==> src/hw/rtl/csvp_pkg.sv <==
// Shared constants for the CSV row length predictor: characters, alpha format, seeds.
`timescale 1ns / 1ps

package csvp_pkg;

  // Default geometry
  localparam int unsigned LENGTH_BITS_DEF   = 24;
  localparam int unsigned FIELD_BITS_DEF    = 16;
  localparam int unsigned COUNT_BITS_DEF    = 32;
  localparam int unsigned FRACTION_BITS_DEF = 16;

  // Byte stream
  localparam int unsigned BYTE_BITS = 8;
  localparam logic [7:0] CHAR_QUOTE = 8'h22;
  localparam logic [7:0] CHAR_COMMA = 8'h2C;
  localparam logic [7:0] CHAR_LF    = 8'h0A;
  localparam logic [7:0] CHAR_CR    = 8'h0D;

  // Smoothing factor, unsigned Q1.16 with one integer bit
  localparam int unsigned ALPHA_BITS  = 17;
  localparam int unsigned ALPHA_SHIFT = 16;
  localparam int unsigned ALPHA_HALF  = 32768;
  localparam logic [ALPHA_BITS-1:0] ALPHA_ONE   = 17'h10000;
  localparam logic [ALPHA_BITS-1:0] ALPHA_RESET = 17'd6554;

  // Prediction seeds after reset, integer part
  localparam int unsigned LENGTH_SEED = 100;
  localparam int unsigned FIELDS_SEED = 10;

endpackage

==> src/hw/rtl/csv_row_length_ewma_predictor.sv <==
// Top level of the CSV row length predictor: scanner, predictor, stream packing.
//
//   channel | dir | handshake            | payload
//   --------+-----+----------------------+-----------------------------------------
//   s_*     | in  | s_tvalid_i/tready_o  | s_tdata_i = data_byte, s_tlast_i = end
//   m_*     | out | m_tvalid_o/tready_i  | m_tdata_o = one result per finished row
//   cfg_*   | in  | cfg_we_i             | cfg_wdata_i = smoothing_alpha
//
// One byte per cycle sustained while s_tready_o is high. A row result reaches
// m_tvalid_o from the byte that ends it through the row register, then the result
// register, which also takes the EWMA update. The update of each prediction is one
// alpha multiply in its own feedback loop, so a row may end on every byte. Reset
// takes effect at once, no clearing pass. While m_tready_i is low, one row and one
// result are held; s_tready_o drops only when both are full.
`timescale 1ns / 1ps

module csv_row_length_ewma_predictor #(
  parameter int unsigned LENGTH_BITS   = csvp_pkg::LENGTH_BITS_DEF,
  parameter int unsigned FIELD_BITS    = csvp_pkg::FIELD_BITS_DEF,
  parameter int unsigned COUNT_BITS    = csvp_pkg::COUNT_BITS_DEF,
  parameter int unsigned FRACTION_BITS = csvp_pkg::FRACTION_BITS_DEF,
  localparam int unsigned OUT_BITS = 2 * LENGTH_BITS + 2 * FIELD_BITS + 2 * FRACTION_BITS
                                     + 5 * COUNT_BITS + 3,
  localparam int unsigned OUT_W    = ((OUT_BITS + 7) / 8) * 8
) (
  input  logic                            clk_i,
  input  logic                            rst_ni,
  input  logic                            cfg_we_i,
  input  logic [csvp_pkg::ALPHA_BITS-1:0] cfg_wdata_i,  // smoothing_alpha
  input  logic                            s_tvalid_i,
  output logic                            s_tready_o,
  input  logic [csvp_pkg::BYTE_BITS-1:0]  s_tdata_i,    // data_byte
  input  logic                            s_tlast_i,    // end_of_input
  output logic                            m_tvalid_o,
  input  logic                            m_tready_i,
  // row_length, row_fields, length_hit, fields_hit, realloc_needed, predicted_length,
  // predicted_fields, rows_seen, length_hits_total, fields_hits_total,
  // allocs_predicted, allocs_naive, zero fill
  output logic [OUT_W-1:0]                m_tdata_o
);
  import csvp_pkg::*;

  logic                                 row_valid;
  logic                                 row_ready;
  logic [LENGTH_BITS-1:0]               row_length;
  logic [FIELD_BITS-1:0]                row_fields;
  logic [LENGTH_BITS-1:0]               res_length;
  logic [FIELD_BITS-1:0]                res_fields;
  logic                                 length_hit;
  logic                                 fields_hit;
  logic                                 realloc_needed;
  logic [LENGTH_BITS+FRACTION_BITS-1:0] predicted_length;
  logic [FIELD_BITS+FRACTION_BITS-1:0]  predicted_fields;
  logic [COUNT_BITS-1:0]                rows_seen;
  logic [COUNT_BITS-1:0]                length_hits_total;
  logic [COUNT_BITS-1:0]                fields_hits_total;
  logic [COUNT_BITS-1:0]                allocs_predicted;
  logic [COUNT_BITS-1:0]                allocs_naive;
  logic [OUT_BITS-1:0]                  res_packed;

  csvp_scanner #(
    .LENGTH_BITS (LENGTH_BITS),
    .FIELD_BITS  (FIELD_BITS)
  ) u_scanner (
    .clk_i        (clk_i),
    .rst_ni       (rst_ni),
    .s_tvalid_i   (s_tvalid_i),
    .s_tready_o   (s_tready_o),
    .s_tdata_i    (s_tdata_i),
    .s_tlast_i    (s_tlast_i),
    .row_valid_o  (row_valid),
    .row_ready_i  (row_ready),
    .row_length_o (row_length),
    .row_fields_o (row_fields)
  );

  csvp_predictor #(
    .LENGTH_BITS   (LENGTH_BITS),
    .FIELD_BITS    (FIELD_BITS),
    .COUNT_BITS    (COUNT_BITS),
    .FRACTION_BITS (FRACTION_BITS)
  ) u_predictor (
    .clk_i               (clk_i),
    .rst_ni              (rst_ni),
    .cfg_we_i            (cfg_we_i),
    .cfg_wdata_i         (cfg_wdata_i),
    .row_valid_i         (row_valid),
    .row_ready_o         (row_ready),
    .row_length_i        (row_length),
    .row_fields_i        (row_fields),
    .out_valid_o         (m_tvalid_o),
    .out_ready_i         (m_tready_i),
    .row_length_o        (res_length),
    .row_fields_o        (res_fields),
    .length_hit_o        (length_hit),
    .fields_hit_o        (fields_hit),
    .realloc_needed_o    (realloc_needed),
    .predicted_length_o  (predicted_length),
    .predicted_fields_o  (predicted_fields),
    .rows_seen_o         (rows_seen),
    .length_hits_total_o (length_hits_total),
    .fields_hits_total_o (fields_hits_total),
    .allocs_predicted_o  (allocs_predicted),
    .allocs_naive_o      (allocs_naive)
  );

  // Pack the result beat, first field lowest
  assign res_packed = {allocs_naive, allocs_predicted, fields_hits_total, length_hits_total,
                       rows_seen, predicted_fields, predicted_length, realloc_needed,
                       fields_hit, length_hit, res_fields, res_length};
  assign m_tdata_o  = OUT_W'(res_packed);

`ifndef SYNTH
  // Input stalls only when both the row register and the result register are full
  assert property (@(posedge clk_i) disable iff (!rst_ni)
    !s_tready_o |-> (m_tvalid_o && !m_tready_i))
    else $error("input stalled while the result path had room");

  // Row total never goes backward
  assert property (@(posedge clk_i) disable iff (!rst_ni)
    $past(rst_ni) |-> (rows_seen >= $past(rows_seen)))
    else $error("rows_seen decreased");

  // Every row costs at least one predicted allocation
  assert property (@(posedge clk_i) disable iff (!rst_ni)
    allocs_predicted >= rows_seen)
    else $error("allocs_predicted below rows_seen");

  // Hits are scored at most once per row
  assert property (@(posedge clk_i) disable iff (!rst_ni)
    (length_hits_total <= rows_seen) && (fields_hits_total <= rows_seen))
    else $error("hit total exceeds rows_seen");
`endif

endmodule

==> src/hw/rtl/csvp_scanner.sv <==
// Byte scanner: quote tracking, field and length counting, row event register.
`timescale 1ns / 1ps

module csvp_scanner #(
  parameter int unsigned LENGTH_BITS = csvp_pkg::LENGTH_BITS_DEF,
  parameter int unsigned FIELD_BITS  = csvp_pkg::FIELD_BITS_DEF
) (
  input  logic                           clk_i,
  input  logic                           rst_ni,
  input  logic                           s_tvalid_i,
  output logic                           s_tready_o,
  input  logic [csvp_pkg::BYTE_BITS-1:0] s_tdata_i,
  input  logic                           s_tlast_i,
  output logic                           row_valid_o,
  input  logic                           row_ready_i,
  output logic [LENGTH_BITS-1:0]         row_length_o,
  output logic [FIELD_BITS-1:0]          row_fields_o
);
  import csvp_pkg::*;

  localparam logic [LENGTH_BITS-1:0] LEN_MAX = {LENGTH_BITS{1'b1}};
  localparam logic [FIELD_BITS-1:0]  FLD_MAX = {FIELD_BITS{1'b1}};
  localparam logic [FIELD_BITS-1:0]  FLD_ONE = FIELD_BITS'(1);

  logic                   quote_q, quote_d;
  logic                   cr_q, cr_d;
  logic [LENGTH_BITS-1:0] len_q, len_d;
  logic [FIELD_BITS-1:0]  fld_q, fld_d;
  logic                   row_valid_q;
  logic [LENGTH_BITS-1:0] row_len_q;
  logic [FIELD_BITS-1:0]  row_fld_q;

  logic                   accept;
  logic                   row_done;
  logic                   emit;
  logic [LENGTH_BITS-1:0] emit_len;
  logic [FIELD_BITS-1:0]  emit_fld;

  assign s_tready_o = !row_valid_q || row_ready_i;
  assign accept     = s_tvalid_i && s_tready_o;

  // Classify the byte and work out the next row state
  always_comb begin
    quote_d  = quote_q;
    cr_d     = cr_q;
    len_d    = len_q;
    fld_d    = fld_q;
    row_done = 1'b0;
    emit     = 1'b0;
    emit_len = len_q;
    emit_fld = fld_q;

    if (s_tdata_i == CHAR_QUOTE) begin
      quote_d = !quote_q;
    end else if (!quote_q) begin
      if (s_tdata_i == CHAR_COMMA) begin
        fld_d = (fld_q == FLD_MAX) ? FLD_MAX : fld_q + FLD_ONE;
      end else if (s_tdata_i == CHAR_LF) begin
        row_done = 1'b1;
        emit     = 1'b1;
        // drop a carriage return that sits right before the newline
        emit_len = (cr_q && (len_q != '0)) ? len_q - LENGTH_BITS'(1) : len_q;
      end
    end

    if (row_done) begin
      cr_d  = 1'b0;
      len_d = '0;
      fld_d = FLD_ONE;
    end else begin
      len_d = (len_q == LEN_MAX) ? LEN_MAX : len_q + LENGTH_BITS'(1);
      cr_d  = (s_tdata_i == CHAR_CR);
      // flush the open row on the final byte
      if (s_tlast_i) begin
        emit     = 1'b1;
        emit_len = len_d;
        emit_fld = fld_d;
      end
    end

    if (s_tlast_i) begin
      quote_d = 1'b0;
      cr_d    = 1'b0;
      len_d   = '0;
      fld_d   = FLD_ONE;
    end
  end

  // Hold scanner state and the row event flag
  always_ff @(posedge clk_i or negedge rst_ni) begin
    if (!rst_ni) begin
      quote_q     <= 1'b0;
      cr_q        <= 1'b0;
      len_q       <= '0;
      fld_q       <= FLD_ONE;
      row_valid_q <= 1'b0;
    end else begin
      if (accept) begin
        quote_q <= quote_d;
        cr_q    <= cr_d;
        len_q   <= len_d;
        fld_q   <= fld_d;
      end
      if (accept && emit) begin
        row_valid_q <= 1'b1;
      end else if (row_ready_i) begin
        row_valid_q <= 1'b0;
      end
    end
  end

  // Load the row payload
  always_ff @(posedge clk_i) begin
    if (accept && emit) begin
      row_len_q <= emit_len;
      row_fld_q <= emit_fld;
    end
  end

  assign row_valid_o  = row_valid_q;
  assign row_length_o = row_len_q;
  assign row_fields_o = row_fld_q;

endmodule

==> src/hw/rtl/csvp_predictor.sv <==
// Row scoring, EWMA prediction update, running totals and the result register.
`timescale 1ns / 1ps

module csvp_predictor #(
  parameter int unsigned LENGTH_BITS   = csvp_pkg::LENGTH_BITS_DEF,
  parameter int unsigned FIELD_BITS    = csvp_pkg::FIELD_BITS_DEF,
  parameter int unsigned COUNT_BITS    = csvp_pkg::COUNT_BITS_DEF,
  parameter int unsigned FRACTION_BITS = csvp_pkg::FRACTION_BITS_DEF
) (
  input  logic                                  clk_i,
  input  logic                                  rst_ni,
  input  logic                                  cfg_we_i,
  input  logic [csvp_pkg::ALPHA_BITS-1:0]       cfg_wdata_i,
  input  logic                                  row_valid_i,
  output logic                                  row_ready_o,
  input  logic [LENGTH_BITS-1:0]                row_length_i,
  input  logic [FIELD_BITS-1:0]                 row_fields_i,
  output logic                                  out_valid_o,
  input  logic                                  out_ready_i,
  output logic [LENGTH_BITS-1:0]                row_length_o,
  output logic [FIELD_BITS-1:0]                 row_fields_o,
  output logic                                  length_hit_o,
  output logic                                  fields_hit_o,
  output logic                                  realloc_needed_o,
  output logic [LENGTH_BITS+FRACTION_BITS-1:0]  predicted_length_o,
  output logic [FIELD_BITS+FRACTION_BITS-1:0]   predicted_fields_o,
  output logic [COUNT_BITS-1:0]                 rows_seen_o,
  output logic [COUNT_BITS-1:0]                 length_hits_total_o,
  output logic [COUNT_BITS-1:0]                 fields_hits_total_o,
  output logic [COUNT_BITS-1:0]                 allocs_predicted_o,
  output logic [COUNT_BITS-1:0]                 allocs_naive_o
);
  import csvp_pkg::*;

  localparam int unsigned LE_W = LENGTH_BITS + FRACTION_BITS;
  localparam int unsigned FE_W = FIELD_BITS + FRACTION_BITS;
  localparam int unsigned LP_W = LE_W + ALPHA_BITS + 2;
  localparam int unsigned FP_W = FE_W + ALPHA_BITS + 2;
  localparam int unsigned SN_W = ((COUNT_BITS > FIELD_BITS) ? COUNT_BITS : FIELD_BITS) + 1;
  localparam logic [COUNT_BITS-1:0] CNT_MAX = {COUNT_BITS{1'b1}};
  localparam logic [LE_W-1:0] LEN_EST_RESET = LE_W'(LENGTH_SEED) << FRACTION_BITS;
  localparam logic [FE_W-1:0] FLD_EST_RESET = FE_W'(FIELDS_SEED) << FRACTION_BITS;

  logic [ALPHA_BITS-1:0] alpha_q;
  logic [LE_W-1:0]       len_est_q, len_est_d;
  logic [FE_W-1:0]       fld_est_q, fld_est_d;
  logic                  seen_q;
  logic [COUNT_BITS-1:0] rows_q, rows_d;
  logic [COUNT_BITS-1:0] lhits_q, lhits_d;
  logic [COUNT_BITS-1:0] fhits_q, fhits_d;
  logic [COUNT_BITS-1:0] aw_q, aw_d;
  logic [COUNT_BITS-1:0] an_q, an_d;
  logic                  out_valid_q;
  logic [LENGTH_BITS-1:0] out_len_q;
  logic [FIELD_BITS-1:0]  out_fld_q;
  logic                   out_lhit_q, out_fhit_q, out_realloc_q;

  logic                  take;
  logic [ALPHA_BITS-1:0] alpha_eff;
  logic [LE_W-1:0]       len_x;
  logic [FE_W-1:0]       fld_x;
  logic [LE_W+2:0]       len_x5, len_e6, diff5, hit_limit;
  logic [LE_W-1:0]       len_diff;
  logic [FIELD_BITS:0]   fld_round;
  logic [FE_W:0]         fld_round_sum;
  logic                  realloc, lhit, fhit;
  logic signed [LE_W:0]  len_delta;
  logic signed [FE_W:0]  fld_delta;
  logic signed [LP_W-1:0] len_prod, len_rnd;
  logic signed [FP_W-1:0] fld_prod, fld_rnd;
  logic [LE_W-1:0]       len_blend;
  logic [FE_W-1:0]       fld_blend;
  logic [COUNT_BITS:0]   aw_sum;
  logic [SN_W-1:0]       an_sum;

  assign row_ready_o = !out_valid_q || out_ready_i;
  assign take        = row_valid_i && row_ready_o;
  assign alpha_eff   = (alpha_q > ALPHA_ONE) ? ALPHA_ONE : alpha_q;
  assign len_x       = {row_length_i, {FRACTION_BITS{1'b0}}};
  assign fld_x       = {row_fields_i, {FRACTION_BITS{1'b0}}};

  // Score the old predictions
  always_comb begin
    len_x5    = (LE_W+3)'(len_x) + ((LE_W+3)'(len_x) << 2);
    len_e6    = ((LE_W+3)'(len_est_q) << 2) + ((LE_W+3)'(len_est_q) << 1);
    realloc   = len_x5 > len_e6;
    len_diff  = (len_x > len_est_q) ? len_x - len_est_q : len_est_q - len_x;
    diff5     = (LE_W+3)'(len_diff) + ((LE_W+3)'(len_diff) << 2);
    hit_limit = ((LE_W+3)'(row_length_i) + (LE_W+3)'(1)) << FRACTION_BITS;
    lhit      = seen_q && (diff5 < hit_limit);
    fld_round_sum = (FE_W+1)'(fld_est_q) + ((FE_W+1)'(1) << (FRACTION_BITS - 1));
    fld_round = fld_round_sum[FE_W:FRACTION_BITS];
    fhit      = seen_q && (fld_round == {1'b0, row_fields_i});
  end

  // Blend as E + a*(X - E), rounded to nearest in the alpha scale; the first row loads X
  always_comb begin
    len_delta = $signed({1'b0, len_x}) - $signed({1'b0, len_est_q});
    fld_delta = $signed({1'b0, fld_x}) - $signed({1'b0, fld_est_q});
    len_prod  = len_delta * $signed({1'b0, alpha_eff});
    fld_prod  = fld_delta * $signed({1'b0, alpha_eff});
    len_rnd   = len_prod + LP_W'(ALPHA_HALF);
    fld_rnd   = fld_prod + FP_W'(ALPHA_HALF);
    len_blend = len_est_q + LE_W'(len_rnd >>> ALPHA_SHIFT);
    fld_blend = fld_est_q + FE_W'(fld_rnd >>> ALPHA_SHIFT);
    len_est_d = seen_q ? len_blend : len_x;
    fld_est_d = seen_q ? fld_blend : fld_x;
  end

  // Advance the saturating totals
  always_comb begin
    rows_d  = (rows_q == CNT_MAX) ? CNT_MAX : rows_q + COUNT_BITS'(1);
    lhits_d = (lhit && (lhits_q != CNT_MAX)) ? lhits_q + COUNT_BITS'(1) : lhits_q;
    fhits_d = (fhit && (fhits_q != CNT_MAX)) ? fhits_q + COUNT_BITS'(1) : fhits_q;
    aw_sum  = (COUNT_BITS+1)'(aw_q) + (realloc ? (COUNT_BITS+1)'(2) : (COUNT_BITS+1)'(1));
    aw_d    = (aw_sum > (COUNT_BITS+1)'(CNT_MAX)) ? CNT_MAX : aw_sum[COUNT_BITS-1:0];
    an_sum  = SN_W'(an_q) + SN_W'(row_fields_i);
    an_d    = (an_sum > SN_W'(CNT_MAX)) ? CNT_MAX : COUNT_BITS'(an_sum);
  end

  // Hold alpha, predictions, totals and the result flag
  always_ff @(posedge clk_i or negedge rst_ni) begin
    if (!rst_ni) begin
      alpha_q     <= ALPHA_RESET;
      len_est_q   <= LEN_EST_RESET;
      fld_est_q   <= FLD_EST_RESET;
      seen_q      <= 1'b0;
      rows_q      <= '0;
      lhits_q     <= '0;
      fhits_q     <= '0;
      aw_q        <= '0;
      an_q        <= '0;
      out_valid_q <= 1'b0;
    end else begin
      if (cfg_we_i) begin
        alpha_q <= cfg_wdata_i;
      end
      if (take) begin
        len_est_q   <= len_est_d;
        fld_est_q   <= fld_est_d;
        seen_q      <= 1'b1;
        rows_q      <= rows_d;
        lhits_q     <= lhits_d;
        fhits_q     <= fhits_d;
        aw_q        <= aw_d;
        an_q        <= an_d;
        out_valid_q <= 1'b1;
      end else if (out_ready_i) begin
        out_valid_q <= 1'b0;
      end
    end
  end

  // Load the per-row result fields
  always_ff @(posedge clk_i) begin
    if (take) begin
      out_len_q     <= row_length_i;
      out_fld_q     <= row_fields_i;
      out_lhit_q    <= lhit;
      out_fhit_q    <= fhit;
      out_realloc_q <= realloc;
    end
  end

  // Totals and predictions change only with a new result, so they read out directly
  assign out_valid_o         = out_valid_q;
  assign row_length_o        = out_len_q;
  assign row_fields_o        = out_fld_q;
  assign length_hit_o        = out_lhit_q;
  assign fields_hit_o        = out_fhit_q;
  assign realloc_needed_o    = out_realloc_q;
  assign predicted_length_o  = len_est_q;
  assign predicted_fields_o  = fld_est_q;
  assign rows_seen_o         = rows_q;
  assign length_hits_total_o = lhits_q;
  assign fields_hits_total_o = fhits_q;
  assign allocs_predicted_o  = aw_q;
  assign allocs_naive_o      = an_q;

endmodule
==> config.mk <==
export PLATFORM = sky130hd
export DESIGN_NAME = csv_row_length_ewma_predictor
export DESIGN_NICKNAME = d
export VERILOG_FILES = /design/src/hw/rtl/csvp_pkg.sv /design/src/hw/rtl/csv_row_length_ewma_predictor.sv /design/src/hw/rtl/csvp_scanner.sv /design/src/hw/rtl/csvp_predictor.sv
export SDC_FILE = /design/constraint.sdc
export NUM_CORES = 2
export LEC_CHECK = 0
export ABC_AREA = 1
export CORE_ASPECT_RATIO = 1.2
export CORE_MARGIN = 5
export CORE_UTILIZATION = 31
export CTS_CLUSTER_DIAMETER = 50
export DETAILED_ROUTE_END_ITERATION = 16
export DONT_BUFFER_PORTS = 1
export HOLD_SLACK_MARGIN = 0.15
export MAX_ROUTING_LAYER = met4
export PLACE_DENSITY = 0.52
export SYNTH_ARGS = -nofsm -noshare
export SYNTH_HDL_FRONTEND = slang
export SYNTH_SLANG_ARGS = --single-unit
==> constraint.sdc <==
create_clock -name clk_i -period 18.5 [get_ports clk_i]
set_clock_uncertainty 0.05 [all_clocks]
set_input_delay 1.85 -clock clk_i [delete_from_list [all_inputs] [get_ports clk_i]]
set_output_delay 1.85 -clock clk_i [all_outputs]
set_load 0.05 [all_outputs]
**Yosys cells after proc, flatten, opt, wreduce, memory -nomap -nowiden**

Index checks and enable logic that the tools add are counted.

- Input bits: 31
- Register bits: 377
- Logic and storage cells: 121
- Output and inout bits: 282

- Add/subtract/negate cells: 21
- Reduce and logical (&&, ||, !) cells: 20
- $mul: 2
- Muxes and demuxes: 40
- Order comparisons: 6
- Eq/ne operators: 10

Operator list:

| operator | count |
|---|---|
| 2-to-1 mux 24 bit | 10 |
| 2-to-1 mux 16 bit | 8 |
| 2-to-1 mux 32 bit | 4 |
| adder 32 x 1 -> 32 bit, second input constant | 3 |
| adder 40 x 42 -> 43 bit | 2 |
| 2-to-1 mux 40 bit | 2 |
| subtractor 40 bit | 2 |
| greater-than comparator 33 x 32 -> 1 bit, second input constant | 2 |
| != test 32 bit, second input constant | 2 |
| adder 56 x 16 -> 56 bit, second input constant | 1 |
| multiplier 41 x 18 -> 56 bit | 1 |
| adder 48 x 16 -> 48 bit, second input constant | 1 |
| multiplier 33 x 18 -> 48 bit | 1 |
| adder 42 x 41 -> 43 bit | 1 |
| greater-than comparator 43 bit | 1 |
| < comparator 43 bit | 1 |
| subtractor 40 x 40 -> 41 bit | 1 |
| adder 40 bit | 1 |
| greater-than comparator 40 bit | 1 |
| adder 32 x 16 -> 33 bit | 1 |
| adder 32 x 16 -> 33 bit, second input constant | 1 |
| adder 32 x 33 -> 33 bit | 1 |
| subtractor 32 x 32 -> 33 bit | 1 |
| adder 32 bit | 1 |
| 20 further kinds | 49 |

**Depth between registers and ports, before layout**

- Word-level depth: 9
- Depth in mapped cells: 55
- Gate-level depth less buffers: 55

**Hierarchy**

Synthesis repeated with hierarchy kept, for this count alone.

- Cell total of the unflattened synthesis: 9833
- Area, all modules: 75997.9 µm²

By module, submodules not included:

| module | times used | cells an instance | area an instance (µm²) | seq. area each (µm²) |
|---|---|---|---|---|
| csvp_predictor | 1 | 9124 | 70692.8 | 7587.3 |
| csvp_scanner | 1 | 700 | 5241.3 | 2278.4 |
| csv_row_length_ewma_predictor | 1 | 9 | 63.8 | 0.0 |

**Worst setup path before layout**

OpenSTA, ideal clock, no wires.

- Path kind: reg-to-reg
- From: reg u_predictor.len_est_q[0] (netlist: u_predictor.predicted_length_o[0])
- To: reg u_predictor.len_est_q[39] (netlist: u_predictor.predicted_length_o[39])
- Arrival: 9560 ps
- Stages on the path, launching flop included: 49
- Path slack: 8771 ps
- Required time: 18331 ps
- Period minus slack after synthesis: 9729 ps
- Setup time: 119 ps
- Buffers on the path: 2
- Cells stage by stage: dfrtp_1 -> buf_2 -> inv_2 -> clkbuf_1 -> ha_1 -> nand2_1 -> nor2_2 -> nand2_1 -> o41ai_1 -> xor2_1 -> clkinv_1 -> nor2_1 -> fa_1 -> inv_1 -> fa_1 -> fa_1 -> inv_1 -> fa_1 -> (+13 left out) -> nand2_1 -> nand2_1 -> a21o_1 -> xor2_1 -> ha_1 -> nand2_1 -> nor2_1 -> nand2_1 -> o21ai_0 -> a21oi_1 -> o21ai_0 -> a21oi_1 -> o21ai_0 -> xor2_1 -> a21o_1 -> nand3_1 -> nand2_1 -> nand2_1

- Cells in the longest elaborated chain, start to end: 5

RTL lines:

| what | line | RTL |
|---|---|---|
| start: declaration | csvp_predictor.sv:45 | `logic [LE_W-1:0] len_est_q, len_est_d;` |
| start signal: assignment | csvp_predictor.sv:139 | `len_est_q <= len_est_d;` |
| subtractor 40 x 40 -> 41 bit | csvp_predictor.sv:98 | `len_delta = $signed({1'b0, len_x}) - $signed({1'b0, len_est_q});` |
| multiplier 41 x 18 -> 56 bit | csvp_predictor.sv:100 | `len_prod = len_delta * $signed({1'b0, alpha_eff});` |
| adder 56 x 16 -> 56 bit | csvp_predictor.sv:102 | `len_rnd = len_prod + LP_W'(ALPHA_HALF);` |
| adder 40 bit * | csvp_predictor.sv:104 | `len_blend = len_est_q + LE_W'(len_rnd >>> ALPHA_SHIFT);` |
| 2-to-1 mux 40 bit * | csvp_predictor.sv:106 | `len_est_d = seen_q ? len_blend : len_x;` |

Every way passes the cells marked *; elsewhere a longest branch is shown, timed or not.
A chain may end at the register's enable or synchronous reset.

**Final worst setup path**

- From: reg u_predictor.len_est_q[1] (netlist: u_predictor.predicted_length_o[1])
- To: reg u_predictor.len_est_q[39] (netlist: u_predictor.predicted_length_o[39])

The elaborated chain is that of the path after synthesis.

==> reports/metrics.cfg <==
[flow_run]
drv_cap=0

[yosys]
synth_cell_types=68
synth_top_family_by_area=adder cells
synth_compound_area_frac=0.0919
syn_inst=10094
yosys.area_share.simple=0.204
async_flop_share=0.780
synthMuxAreaShare=0
yosys.area_share.adder=0.405
avgSynthCellArea_um2=7.62
synth_ff_type=dfrtp_1
yosysTopAreaCell=fa_1
yosysTopAreaCellShare=0.301
synth.area.top_cells=fa_1, ha_1, inv_1
ys_seq_elements=377
seq_area_frac_synth=0.128
synthTopCellsByCount=inv_1, nand2_1, fa_1
synth_edf_count=83
netlist_area_um2=76900
yosysMostFrequentCell=inv_1
yosysWarnings=0
synth_xor_area_frac=0.0509

[drt]
wl_met3_um=16800
drc_errors=0
totalWireLength_um=294000
route.vias.total=67919
drt-met1-wl_um=118000
ant_nets=0
viasPerCell=5.11
avgRoutedWirePerCell_um=22.2
met2_wirelength_um=148000
dr.pass1.iters=8
drtIter0Drc=4686
highest_layer=met4

[critical_path]
arrival_ps=13160
crit_fanout=10
cp.required_ps=19030
r2r-end=u_predictor.predicted_length_o[39]
reg2reg_depth=48
worstSetupStartpointType=flip-flop
ff2ff_setup_slack_ps=5870
timing_worst_setup_path_type=flip-flop to flip-flop
end_kind=flip-flop
cp_common_cell=nand2_1
max_stage_delay_ps=920
r2r-start=u_predictor.predicted_length_o[1]
crit_slowest_cell=xor2_1

[worst_hold_path]
hold_start=u_scanner.cr_q
hold_path_class=flip-flop to flip-flop
min_to=u_scanner.cr_q
hold_depth=2

[sta]
fin_tns_setup_ps=0
min_period_over_period=0.683
worst_slew_pin_slew_ps=1180
max_freq_mhz=79.2
min_period_ps=12630
rsz0062_at_grt=no
finalSetupViolations=0
slew-limit-headroom=0.209
drv_slew=0
finalHoldViolations=0
hold_ws_ps=469

[floorplan]
die_h_um=556
initial_core_util=0.311
dieArea_um2=258000
ios=313
die_w_um=465
coreArea_um2=247000
rows=200

[global_route]
grt.total_usage=0.232
grt_pass1_wl_um=447000
grt_max_degree=295
first_global_vias=71389
antenna_found_initial=6
overflow=0

[clock_tree]
cts_resized=0
post_cts_buffers=0
clock_latency_ps=730
h-tree-depth=3
tritoncts=yes
root_buffer=clkbuf_16
postCtsHoldBufs=0
cts.path.max_buffers=3
path_clk_slew_ps=60
numCtsBuffers=69
clock-sinks=377

[placement]
port_buffers=0
hpwl_um=237000
place_congestion=0.989

[run_status]
outcome=finished clean

[cells_and_area]
area_growth_syn_to_layout_pct=8.36
fill_cells=26423
drive_gt1_frac=0.0386
nNetsFinal=11822

layout by cell type (no fill, tap or decap), types with 19 or more instances in the layout:
cell,n
fa_1,1157
dfrtp_1,280
a21oi_1,499
o221ai_1,19
o211ai_1,23
xnor2_1,117
nor4_1,73
o21a_1,35
o21ai_0,436
nand2_1,1909
xor2_1,328
nand3_1,279
a31oi_1,69
inv_1,2093
nand4_1,123
nor2_1,1109
o21bai_1,19
clkbuf_16,69
a21o_1,31
clkinv_1,27
buf_4,115
ha_1,640
nor3_1,150
or2_2,44
edfxtp_1,83
o22ai_1,46
state kept, by name, summed over array words and instances (netlist names):
signal,cells
u_predictor.allocs_naive_o,32
u_predictor.allocs_predicted_o,32
u_predictor.alpha_q,17
u_predictor.fields_hit_o,1
u_predictor.fields_hits_total_o,32
u_predictor.length_hit_o,1
u_predictor.length_hits_total_o,32
u_predictor.out_valid_o,1
u_predictor.predicted_fields_o,32
u_predictor.predicted_length_o,40
u_predictor.realloc_needed_o,1
u_predictor.row_fields_o,16
u_predictor.row_length_o,24
u_predictor.rows_seen_o,32
u_predictor.seen_q,1
u_scanner.cr_q,1
u_scanner.fld_q,16
u_scanner.len_q,24
u_scanner.quote_q,1
u_scanner.row_fields_o,16
u_scanner.row_length_o,24
u_scanner.row_valid_o,1
cells by family after synthesis:
group,Yosys count
AND/OR/NAND/NOR,3783
buffers and inverters,2425
adder cells (fa/ha/maj),1797
AO/OA/AOI/OAI,1265
XOR/XNOR,446
flip-flops,377
other,1
worst max path at each step:
stage | startpoint | to
after detailed placement | u_predictor.predicted_length_o[2] | u_predictor.predicted_length_o[39]
after CTS | u_predictor.predicted_length_o[1] | u_predictor.predicted_length_o[39]
final | u_predictor.predicted_length_o[1] | u_predictor.predicted_length_o[39]
after floorplan | u_predictor.predicted_length_o[0] | u_predictor.predicted_length_o[39]
after global placement | u_predictor.predicted_length_o[1] | u_predictor.predicted_length_o[39]
after global routing | u_predictor.predicted_length_o[1] | u_predictor.predicted_length_o[39]
final cells by class:
class	instances	area (µm²)	area share
sequential	377	9870	0.118
timing repair buffer	116	883	0.0106
multi-input combinational	7296	58000	0.696
clock buffer	76	1760	0.0212
inverter	2134	8020	0.0962
antenna	8	20.0	0.000240
tap	3232	4040	0.0485
clock inverter	50	769	0.00923
routing by layer:
layer,GRT usage,vias to the layer above
met5,-,-
met4,0.0813,0
met3,0.0359,543
met2,0.403,2073
met1,0.274,34262
li1,-,31041
worst max-delay path: cells and delay by family, from the launching register on:
kind | cells | cell delay, ps
AOI/OAI and AO/OA | 12 | 3110
xor gates and xnor gates | 3 | 1530
adders and majority gates | 9 | 3810
buffers and inverters | 8 | 1340
DFF | 1 | 720
and+or+nand+nor | 16 | 1950
metrics by stage:
stage / worst slack [ps] / area, µm² / util / instances
5_1_grt: 5070 / 83300 / 0.337 / 13285
4_1_cts: 5930 / 83300 / 0.337 / 13281
6_report: 5870 / 83300 / 0.337 / 13289
3_5_place_dp: 5930 / 80800 / 0.327 / 13155
2_1_floorplan: 8770 / 76900 / - / 10098
3_3_place_gp: 6170 / 80800 / 0.327 / 13155
Power is not shown: default switching activity piles up to over one toggle a cycle in this logic, so the estimate is an artifact.
